`config.mk`:
```
export PLATFORM = sky130hd
export DESIGN_NAME = chord_keypad_decoder
export DESIGN_NICKNAME = d
export VERILOG_FILES = /design/src/hdl/ckd_pkg.sv /design/src/hdl/ckd_front.sv /design/src/hdl/ckd_cmdq.sv /design/src/hdl/ckd_back.sv /design/src/hdl/chord_keypad_decoder.sv
export SDC_FILE = /design/constraint.sdc
export NUM_CORES = 1
export LEC_CHECK = 0
export ABC_AREA = 1
export BUFFER_PORTS_ARGS = -buffer_cell sky130_fd_sc_hd__buf_4
export CAP_MARGIN = 20
export CORE_AREA = 10 10 100 102
export DETAILED_ROUTE_END_ITERATION = 8
export DIE_AREA = 0 0 110 112
export PLACE_DENSITY_LB_ADDON = 0.1
export SLEW_MARGIN = 20
export SYNTH_ARGS = -nofsm -noshare
export SYNTH_HDL_FRONTEND = slang
export SYNTH_SLANG_ARGS = --single-unit
```
`constraint.sdc`:
```
create_clock -name clk_i -period 6.1 [get_ports clk_i]
set_input_delay 1.83 -clock clk_i [delete_from_list [all_inputs] [get_ports clk_i]]
set_output_delay 1.83 -clock clk_i [all_outputs]
set_load 0.03 [all_outputs]
```
`src/hdl/ckd_pkg.sv`:
```
// Package for the chord keypad decoder: matrix geometry, virtual key codes,
// event slot positions and the command type passed from front to back.
// No dependencies.
package ckd_pkg;

  localparam int unsigned MatrixRows = 6;
  localparam int unsigned MatrixCols = 3;
  localparam int unsigned VRows      = 2 * MatrixRows - 1;
  localparam int unsigned VCols      = 2 * MatrixCols - 1;

  localparam int unsigned BitmapW = MatrixRows * MatrixCols;
  localparam int unsigned CodeW   = 6;
  localparam int unsigned ModeW   = 2;
  localparam int unsigned VRowW   = $clog2(VRows);
  localparam int unsigned VColW   = $clog2(VCols);

  localparam logic [CodeW-1:0] ShiftCode = CodeW'(3 * VRows + 1);
  localparam logic [CodeW-1:0] CtrlCode  = CodeW'(1);

  localparam logic [VRowW-1:0] ModeRow  = VRowW'(VRows - 1);
  localparam logic [VRowW-1:0] ShiftRow = VRowW'(1);
  localparam logic [VColW-1:0] ShiftCol = VColW'(3);
  localparam logic [VRowW-1:0] CtrlRow  = VRowW'(1);
  localparam logic [VColW-1:0] CtrlCol  = VColW'(0);

  // Event slots of one ordinary key, in emission order.
  localparam int unsigned NumSlots     = 6;
  localparam int unsigned SlotShiftDn  = 0;
  localparam int unsigned SlotCtrlDn   = 1;
  localparam int unsigned SlotKeyDn    = 2;
  localparam int unsigned SlotKeyUp    = 3;
  localparam int unsigned SlotShiftUp  = 4;
  localparam int unsigned SlotCtrlUp   = 5;

  localparam int unsigned CmdQDepth = 2;

  typedef struct packed {
    logic [CodeW-1:0] code;
    logic             shift;
    logic             ctrl;
    logic [ModeW-1:0] mode;
  } cmd_t;

endpackage

```
`src/hdl/ckd_front.sv`:
```
// Front end of the chord keypad decoder: finds the winning virtual key of a
// sample, keeps mode, shift, caps and ctrl state, and issues key commands.
// Depends on ckd_pkg.
module ckd_front (
  input  logic                          clk_i,
  input  logic                          rst_ni,
  input  logic                          accept_i,
  input  logic [ckd_pkg::BitmapW-1:0]   key_bitmap_i,
  output logic                          cmd_push_o,
  output ckd_pkg::cmd_t                 cmd_o
);

  localparam int unsigned Rows = ckd_pkg::MatrixRows;
  localparam int unsigned Cols = ckd_pkg::MatrixCols;

  logic [ckd_pkg::ModeW-1:0] pad_mode_q, pad_mode_d;
  logic                      shift_q, shift_d;
  logic                      caps_q, caps_d;
  logic                      ctrl_q, ctrl_d;

  // Real matrix with a released border so edge keys see no wrap.
  logic [Rows+1:0][Cols+1:0]                          pad;
  logic [ckd_pkg::VRows-1:0][ckd_pkg::VCols-1:0]      hit_map;
  logic                                               hit;
  logic [ckd_pkg::VRowW-1:0]                          hit_i;
  logic [ckd_pkg::VColW-1:0]                          hit_j;
  logic                                               is_mode, is_shift, is_ctrl;

  always_comb begin
    pad = '0;
    for (int r = 0; r < Rows; r++) begin
      for (int c = 0; c < Cols; c++) begin
        pad[r+1][c+1] = key_bitmap_i[c*Rows+r];
      end
    end
  end

  for (genvar gi = 0; gi < ckd_pkg::VRows; gi++) begin : g_vrow
    for (genvar gj = 0; gj < ckd_pkg::VCols; gj++) begin : g_vcol
      localparam int R0 = gi / 2 + 1;
      localparam int C0 = gj / 2 + 1;
      localparam int RA = (gi - 1) / 2 + 1;
      localparam int RB = (gi + 1) / 2 + 1;
      localparam int CA = (gj - 1) / 2 + 1;
      localparam int CB = (gj + 1) / 2 + 1;
      if ((gi % 2 == 0) && (gj % 2 == 0)) begin : g_real
        assign hit_map[gi][gj] = pad[R0][C0] &
            !(pad[R0-1][C0-1] | pad[R0-1][C0] | pad[R0-1][C0+1] |
              pad[R0][C0-1]   | pad[R0][C0+1] |
              pad[R0+1][C0-1] | pad[R0+1][C0] | pad[R0+1][C0+1]);
      end else if (gj % 2 == 0) begin : g_vert
        assign hit_map[gi][gj] = pad[RA][C0] & pad[RB][C0];
      end else if (gi % 2 == 0) begin : g_horz
        assign hit_map[gi][gj] = pad[R0][CA] & pad[R0][CB];
      end else begin : g_diag
        assign hit_map[gi][gj] = (pad[RA][CA] & pad[RB][CB]) |
                                 (pad[RA][CB] & pad[RB][CA]);
      end
    end
  end

  // Row-major priority: scanning backwards leaves the first hit in place.
  always_comb begin
    hit   = 1'b0;
    hit_i = '0;
    hit_j = '0;
    for (int i = ckd_pkg::VRows - 1; i >= 0; i--) begin
      for (int j = ckd_pkg::VCols - 1; j >= 0; j--) begin
        if (hit_map[i][j]) begin
          hit   = 1'b1;
          hit_i = ckd_pkg::VRowW'(i);
          hit_j = ckd_pkg::VColW'(j);
        end
      end
    end
  end

  assign is_mode  = (hit_i == ckd_pkg::ModeRow);
  assign is_shift = (hit_i == ckd_pkg::ShiftRow) && (hit_j == ckd_pkg::ShiftCol);
  assign is_ctrl  = (hit_i == ckd_pkg::CtrlRow) && (hit_j == ckd_pkg::CtrlCol);

  always_comb begin
    pad_mode_d = pad_mode_q;
    shift_d    = shift_q;
    caps_d     = caps_q;
    ctrl_d     = ctrl_q;
    cmd_push_o = 1'b0;
    if (accept_i && hit) begin
      if (is_mode) begin
        pad_mode_d = ckd_pkg::ModeW'(hit_j >> 1);
      end else if (is_shift) begin
        if (!shift_q) begin
          shift_d = 1'b1;
        end else if (!caps_q) begin
          caps_d = 1'b1;
        end else begin
          shift_d = 1'b0;
          caps_d  = 1'b0;
        end
      end else if (is_ctrl) begin
        ctrl_d = 1'b1;
      end else begin
        cmd_push_o = 1'b1;
        shift_d    = shift_q & caps_q;
        ctrl_d     = 1'b0;
      end
    end
  end

  assign cmd_o.code  = ckd_pkg::CodeW'(hit_j) * ckd_pkg::CodeW'(ckd_pkg::VRows)
                     + ckd_pkg::CodeW'(hit_i);
  assign cmd_o.shift = shift_q;
  assign cmd_o.ctrl  = ctrl_q;
  assign cmd_o.mode  = pad_mode_q;

  always_ff @(posedge clk_i or negedge rst_ni) begin
    if (!rst_ni) begin
      pad_mode_q <= '0;
      shift_q    <= 1'b0;
      caps_q     <= 1'b0;
      ctrl_q     <= 1'b0;
    end else begin
      pad_mode_q <= pad_mode_d;
      shift_q    <= shift_d;
      caps_q     <= caps_d;
      ctrl_q     <= ctrl_d;
    end
  end

`ifndef SYNTH
  // From reset, caps lock is only ever set on top of shift.
  a_caps_needs_shift: assert property (@(posedge clk_i) disable iff (!rst_ni)
    caps_q |-> shift_q) else $error("caps set without shift");
`endif

endmodule

```
`src/hdl/ckd_cmdq.sv`:
```
// Short command queue between the front and back of the keypad decoder.
// Depends on ckd_pkg.
module ckd_cmdq #(
  parameter int unsigned Depth = ckd_pkg::CmdQDepth
) (
  input  logic          clk_i,
  input  logic          rst_ni,
  input  logic          push_i,
  input  ckd_pkg::cmd_t data_i,
  input  logic          pop_i,
  output ckd_pkg::cmd_t data_o,
  output logic          full_o,
  output logic          empty_o
);

  localparam int unsigned PtrW = (Depth > 1) ? $clog2(Depth) : 1;
  localparam int unsigned CntW = $clog2(Depth + 1);

  ckd_pkg::cmd_t         mem_q [Depth];
  logic [PtrW-1:0]       wr_ptr_q, wr_ptr_d;
  logic [PtrW-1:0]       rd_ptr_q, rd_ptr_d;
  logic [CntW-1:0]       count_q, count_d;
  logic                  do_push, do_pop;

  assign full_o  = (count_q == CntW'(Depth));
  assign empty_o = (count_q == '0);
  assign do_push = push_i && !full_o;
  assign do_pop  = pop_i && !empty_o;
  assign data_o  = mem_q[rd_ptr_q];

  always_comb begin
    wr_ptr_d = wr_ptr_q;
    rd_ptr_d = rd_ptr_q;
    count_d  = count_q;
    if (do_push) begin
      wr_ptr_d = (wr_ptr_q == PtrW'(Depth - 1)) ? '0 : wr_ptr_q + 1'b1;
    end
    if (do_pop) begin
      rd_ptr_d = (rd_ptr_q == PtrW'(Depth - 1)) ? '0 : rd_ptr_q + 1'b1;
    end
    if (do_push && !do_pop) begin
      count_d = count_q + 1'b1;
    end else if (do_pop && !do_push) begin
      count_d = count_q - 1'b1;
    end
  end

  always_ff @(posedge clk_i) begin
    if (do_push) begin
      mem_q[wr_ptr_q] <= data_i;
    end
  end

  always_ff @(posedge clk_i or negedge rst_ni) begin
    if (!rst_ni) begin
      wr_ptr_q <= '0;
      rd_ptr_q <= '0;
      count_q  <= '0;
    end else begin
      wr_ptr_q <= wr_ptr_d;
      rd_ptr_q <= rd_ptr_d;
      count_q  <= count_d;
    end
  end

`ifndef SYNTH
  a_count_bound: assert property (@(posedge clk_i) disable iff (!rst_ni)
    count_q <= CntW'(Depth)) else $error("command queue overfilled");
  a_ptr_gap: assert property (@(posedge clk_i) disable iff (!rst_ni)
    (count_q == '0) |-> (wr_ptr_q == rd_ptr_q))
    else $error("command queue pointers disagree with count");
`endif

endmodule

```
`src/hdl/ckd_back.sv`:
```
// Back end of the keypad decoder: expands each key command into its press and
// release events and holds the oldest event in the output register.
// Depends on ckd_pkg.
module ckd_back (
  input  logic                       clk_i,
  input  logic                       rst_ni,
  input  ckd_pkg::cmd_t              cmd_i,
  input  logic                       cmd_empty_i,
  output logic                       cmd_pop_o,
  input  logic                       pop_i,
  output logic                       empty_o,
  output logic [ckd_pkg::CodeW-1:0]  scancode_o,
  output logic                       key_down_o,
  output logic                       last_o,
  output logic [ckd_pkg::ModeW-1:0]  mode_o
);

  localparam int unsigned NS = ckd_pkg::NumSlots;

  ckd_pkg::cmd_t               cmd_q, cmd_d;
  logic [NS-1:0]               rem_q, rem_d;
  logic [NS-1:0]               low, rem_after, load_mask;
  logic                        out_valid_q, out_valid_d;
  logic                        out_rdy, emit, load;
  logic [ckd_pkg::CodeW-1:0]   code_q, ev_code;
  logic                        down_q, ev_down;
  logic                        last_q;
  logic [ckd_pkg::ModeW-1:0]   mode_q;

  assign out_rdy = !out_valid_q || pop_i;
  assign emit    = (rem_q != '0) && out_rdy;
  assign low     = rem_q & (~rem_q + 1'b1);
  assign rem_after = emit ? (rem_q & ~low) : rem_q;
  assign load    = (rem_after == '0) && !cmd_empty_i;
  assign cmd_pop_o = load;

  always_comb begin
    load_mask = '0;
    load_mask[ckd_pkg::SlotShiftDn] = cmd_i.shift;
    load_mask[ckd_pkg::SlotCtrlDn]  = cmd_i.ctrl;
    load_mask[ckd_pkg::SlotKeyDn]   = 1'b1;
    load_mask[ckd_pkg::SlotKeyUp]   = 1'b1;
    load_mask[ckd_pkg::SlotShiftUp] = cmd_i.shift;
    load_mask[ckd_pkg::SlotCtrlUp]  = cmd_i.ctrl;
  end

  assign rem_d = load ? load_mask : rem_after;
  assign cmd_d = load ? cmd_i : cmd_q;
  assign out_valid_d = emit || (out_valid_q && !pop_i);

  always_comb begin
    ev_code = cmd_q.code;
    ev_down = 1'b0;
    case (1'b1)
      low[ckd_pkg::SlotShiftDn]: begin
        ev_code = ckd_pkg::ShiftCode;
        ev_down = 1'b1;
      end
      low[ckd_pkg::SlotCtrlDn]: begin
        ev_code = ckd_pkg::CtrlCode;
        ev_down = 1'b1;
      end
      low[ckd_pkg::SlotKeyDn]: begin
        ev_down = 1'b1;
      end
      low[ckd_pkg::SlotShiftUp]: begin
        ev_code = ckd_pkg::ShiftCode;
      end
      low[ckd_pkg::SlotCtrlUp]: begin
        ev_code = ckd_pkg::CtrlCode;
      end
      default: begin
        ev_code = cmd_q.code;
        ev_down = 1'b0;
      end
    endcase
  end

  always_ff @(posedge clk_i) begin
    cmd_q <= cmd_d;
    if (emit) begin
      code_q <= ev_code;
      down_q <= ev_down;
      last_q <= ((rem_q & ~low) == '0);
      mode_q <= cmd_q.mode;
    end
  end

  always_ff @(posedge clk_i or negedge rst_ni) begin
    if (!rst_ni) begin
      rem_q       <= '0;
      out_valid_q <= 1'b0;
    end else begin
      rem_q       <= rem_d;
      out_valid_q <= out_valid_d;
    end
  end

  assign empty_o    = !out_valid_q;
  assign scancode_o = code_q;
  assign key_down_o = down_q;
  assign last_o     = last_q;
  assign mode_o     = mode_q;

`ifndef SYNTH
  // While the key press is still pending, so is its release.
  a_keyup_pending: assert property (@(posedge clk_i) disable iff (!rst_ni)
    rem_q[ckd_pkg::SlotKeyDn] |-> rem_q[ckd_pkg::SlotKeyUp]) else $error("key release lost");
  a_pop_only_idle: assert property (@(posedge clk_i) disable iff (!rst_ni)
    cmd_pop_o |-> (rem_after == '0)) else $error("command fetched while busy");
`endif

endmodule

```
`src/hdl/chord_keypad_decoder.sv`:
```
// Top level of the chord keypad decoder: front classifier, command queue and
// event expander. Depends on ckd_pkg, ckd_front, ckd_cmdq and ckd_back.
//
// Usage. Samples of the 6x3 key matrix enter through a queue-like port:
// a sample is taken at a clock edge where push is high and full is low.
// Events leave through a second queue-like port: while empty is low the
// oldest event sits on scancode_o, key_down_o, last_o and mode_o, and it is
// taken at an edge where pop is high. last_o marks the final event of one
// sample's run.
// Timing. A sample is classified in the cycle it is taken; mode, shift and
// ctrl keys only change state and produce no events. An ordinary key becomes
// a command in the queue; it passes through the queue and the expander's
// command register before its first event reaches the output register. The
// expander then delivers one event per cycle while pop keeps up, two to six
// events per key; this sets the sustained rate, six with shift and ctrl armed.
// Up to CmdQDepth commands wait in the queue; full rises when it is full.
// Stalling. If pop stays low the event waits, the expander holds, the queue
// fills and full rises; nothing is dropped.
// Reset. Asynchronous, active low: alpha mode, shift, caps and ctrl clear,
// the queue and the output are empty.
module chord_keypad_decoder #(
  parameter int unsigned CmdQDepth = ckd_pkg::CmdQDepth
) (
  input  logic                          clk_i,
  input  logic                          rst_ni,
  input  logic                          push,
  output logic                          full,
  input  logic [ckd_pkg::BitmapW-1:0]   key_bitmap_i,
  output logic                          empty,
  input  logic                          pop,
  output logic [ckd_pkg::CodeW-1:0]     scancode_o,
  output logic                          key_down_o,
  output logic                          last_o,
  output logic [ckd_pkg::ModeW-1:0]     mode_o
);

  logic          accept;
  logic          cmd_push;
  ckd_pkg::cmd_t cmd_in;
  ckd_pkg::cmd_t cmd_head;
  logic          cmd_pop;
  logic          cmd_empty;

  // A sample is taken whenever the queue has room, even when it only
  // changes state, so a full queue stalls all samples in order.
  assign accept = push && !full;

  ckd_front u_front (
    .clk_i        (clk_i),
    .rst_ni       (rst_ni),
    .accept_i     (accept),
    .key_bitmap_i (key_bitmap_i),
    .cmd_push_o   (cmd_push),
    .cmd_o        (cmd_in)
  );

  ckd_cmdq #(
    .Depth (CmdQDepth)
  ) u_cmdq (
    .clk_i   (clk_i),
    .rst_ni  (rst_ni),
    .push_i  (cmd_push),
    .data_i  (cmd_in),
    .pop_i   (cmd_pop),
    .data_o  (cmd_head),
    .full_o  (full),
    .empty_o (cmd_empty)
  );

  ckd_back u_back (
    .clk_i       (clk_i),
    .rst_ni      (rst_ni),
    .cmd_i       (cmd_head),
    .cmd_empty_i (cmd_empty),
    .cmd_pop_o   (cmd_pop),
    .pop_i       (pop),
    .empty_o     (empty),
    .scancode_o  (scancode_o),
    .key_down_o  (key_down_o),
    .last_o      (last_o),
    .mode_o      (mode_o)
  );

endmodule
```
==> impl_metrics.tcl <==
set metrics [dict create \
    grt_max_degree 17 \
    clk_path_buf_depth 2 \
    cts_resized 0 \
    route.vias.total 3338 \
    cp_slowest_cell "fa_1" \
    n_fill_cell 795 \
    dieHeight_um 112 \
    cts_buffers 5 \
    finalSetupViolCount 0 \
    htree_levels 2 \
    yosysTopAreaCell "edfxtp_1" \
    overflow 0 \
    areaGrowthSynthToFinish_pct 10.1 \
    cp_max_fo 15 \
    ioPinCount 34 \
    vias_per_cell 5.00 \
    ys_seq_area_share_pct 39.5 \
    power.density_mw_per_mm2 324 \
    hold_viol 0 \
    synth_compound_area_share_pct 8.02 \
    path_clk_slew_ns 0.09 \
    hold_buffers 0 \
    die_area_mm2 0.0123 \
    worstSetupPathType "input port to register" \
    path_common_cell "nand2_1" \
    ys_ff_latch 54 \
    synth_top_family_by_area "simple AND/OR/NAND/NOR gates" \
    synth.most_common_cell "nand2_1" \
    drt_iter0_markers 180 \
    drv_slew 0 \
    synthArstFlopShare_pct 29.6 \
    ant_nets 0 \
    cp.arrival_ns 5.63 \
    cts_tree "built" \
    p_total_w 0.00139 \
    grt_antenna_before_repair 0 \
    max_freq_ghz 0.180 \
    hold_start "u_back.cmd_q[1]" \
    worst_pin_slew_ns 0.423 \
    ff2ff_path_depth 15 \
    p_leak_nw 2.17 \
    pre_cts_ws_ns 0.0929 \
    synth-main-ff-cell "edfxtp_1" \
    wirelength_um 8310 \
    rsz0062_at_grt "false" \
    cts-root-buf "clkbuf_8" \
    min_to "u_back.mode_o[1]" \
    synth_cells 532 \
    syn_nets 569 \
    place_area_mm2 0.00420 \
    yosys.area_share.simple_pct 33.1 \
    rr_startpoint "u_back.rem_q[1]" \
    status "finished, final reports clean" \
    routabilityCongestion 0.892 \
    synth-edff-count 38 \
    fin_crit_ns 5.57 \
    synthAdderAreaFrac_pct 5.39 \
    finalSetupTns_ns 0 \
    start_util_pct 48.5 \
    drive_gt1_share_pct 15.1 \
    maxCapViolCount 0 \
    portBuffers 33 \
    netlist.area_leader.share_pct 29.2 \
    fin_crit_sh_pct 91.3 \
    muxShareOfSynthArea_pct 0.289 \
    seq_area_mm2 0.00154 \
    drc_errors 0 \
    hp-class "register to register" \
    holdPathStages 0 \
    clock_sink_count 54 \
    setup_slack_ns 0.530 \
    hpwl_um 6740 \
    core_area_mm2 0.00805 \
    grt_pass1_wl_um 14100 \
    cp_data_required_time_ns 6.16 \
    clock_skew_ns 0.00951 \
    slowest_delay_ns 0.50 \
    critPathCaptureType "register" \
    synthXorXnorAreaFrac_pct 1.57 \
    nets 599 \
    detail_route.wl_per_cell_um 12.4 \
    crit_start "key_bitmap_i[10]" \
    grt_usage_pct 13.6 \
    relSlewSlack_pct 71.6 \
    postLayoutCellArea_mm2 0.00430 \
    diodes 0 \
    die_x_um 110 \
    synthTopCellsByCount "164 x nand2_1, 75 x inv_1, 44 x nor2_1" \
    rows 33 \
    ir_drop_uv 150 \
    r2r-end "u_cmdq.count_q[1]" \
    worstSkewPairLatency_ns 0.30 \
    startpoint_type "input port" \
    syn-cell-area_mm2 0.00390 \
    syn_avg_cell_area_um2 7.34 \
    ys_warn_count 0 \
    post-cts-setup-buffer-count 0 \
    synth_area_leaders "edfxtp_1 29%, nand2_1 16%, dfrtp_1 10%, inv_1 7.2%, nor2_1 4.2%" \
    grt_pass1_vias 3167 \
    ff2ff_setup_slack_ns 3.15 \
    dr.pass1.iters 4 \
    multiInputGateArea_mm2 0.00190 \
    synth_cell_type_count 42 \
]
placed cells by master, fill, tap and decap left out, types with 5 or more instances in the layout:
cell type,synthesis,final
buf_4,0,34
nor4_1,6,6
nand3_1,26,26
clkbuf_8,0,5
inv_2,21,21
dfrtp_1,16,16
edfxtp_1,38,38
nor3_1,12,12
o21ai_0,15,15
inv_1,75,75
nand4_1,10,10
a21oi_1,20,19
nor2_2,5,5
nand2_1,164,164
nor2_1,44,44
ha_1,12,12
o22ai_1,9,9
power by group:
group / internal [W] / leakage, nW / switching (W) / total [W]
Clock: 0.0000812 / 0.0452 / 0.000109 / 0.000190
Combinational: 0.000196 / 1.57 / 0.000381 / 0.000577
Sequential: 0.000567 / 0.558 / 0.0000570 / 0.000624
cell type report:
type | count | area share (%)
Clock inverter | 2 | 0.320
Tap cell | 105 | 3.06
Timing Repair Buffer | 34 | 5.94
Clock buffer | 6 | 1.69
Multi-Input combinational cell | 366 | 44.2
Sequential cell | 54 | 35.9
Inverter | 101 | 8.97
cells by family (layout without fill, tap and decap cells):
family | after synthesis | count (layout)
AOI/OAI and AO/OA | 55 | 55
xor gates and xnor gates | 7 | 7
adders and majority gates | 15 | 15
buffers and inverters | 112 | 143
DFF | 54 | 54
muxes | 1 | 1
and+or+nand+nor | 288 | 288
worst max path at each step:
| stage | end | depth (start not counted) |
|---|---|---|
| global placement | u_cmdq.mem_q[0][9] | 41 |
| floorplan | u_cmdq.mem_q[0][9] | 41 |
| detailed placement | u_cmdq.mem_q[0][9] | 41 |
| CTS | u_cmdq.mem_q[0][9] | 41 |
| global route | u_cmdq.mem_q[0][9] | 37 |
| finish | u_cmdq.mem_q[1][9] | 41 |
worst max-delay path: cells and delay by family:
kind,cells,cell delay (ns)
and+or+nand+nor,31,1.76
xor gates and xnor gates,2,0.29
buffers and inverters,4,0.39
AOI/OAI and AO/OA,1,0.21
adders and majority gates,3,1.13
layer usage:
layer	up-vias	part of all wire, %	wire (um)	track usage, %
li1	1770	-	-	-
met1	1504	48	4020	18.8
met2	58	46	3800	21.3
met3	6	5.3	438	3.06
met4	0	0.61	51	2.60
met5	-	0	0	0
per-stage QoR:
| step | std cells | hold WS, ns | util [%] |
|---|---|---|---|
| 2_1_floorplan | 532 | 0.400 | - |
| 3_3_place_gp | 660 | 0.421 | 52.2 |
| 3_5_place_dp | 660 | 0.429 | 52.2 |
| 4_1_cts | 668 | 0.444 | 53.2 |
| 5_1_grt | 668 | 0.453 | 53.4 |
| 6_report | 668 | 0.446 | 53.4 |
registers in the layout (all words and copies together) (netlist names):
| signal | count |
|---|---|
| u_cmdq.mem_q | 20 |
| u_back.cmd_q | 8 |
| u_back.rem_q | 6 |
| u_back.scancode_o | 6 |
| u_back.mode_o | 2 |
| u_cmdq.count_q | 2 |
| u_front.pad_mode_q | 2 |
| u_back.key_down_o | 1 |
| u_back.last_o | 1 |
| u_back.out_valid_q | 1 |
| u_cmdq.rd_ptr_q | 1 |
| u_cmdq.wr_ptr_q | 1 |
| u_front.caps_q | 1 |
| u_front.ctrl_q | 1 |
| u_front.shift_q | 1 |
(Power assumes the default switching activity.)
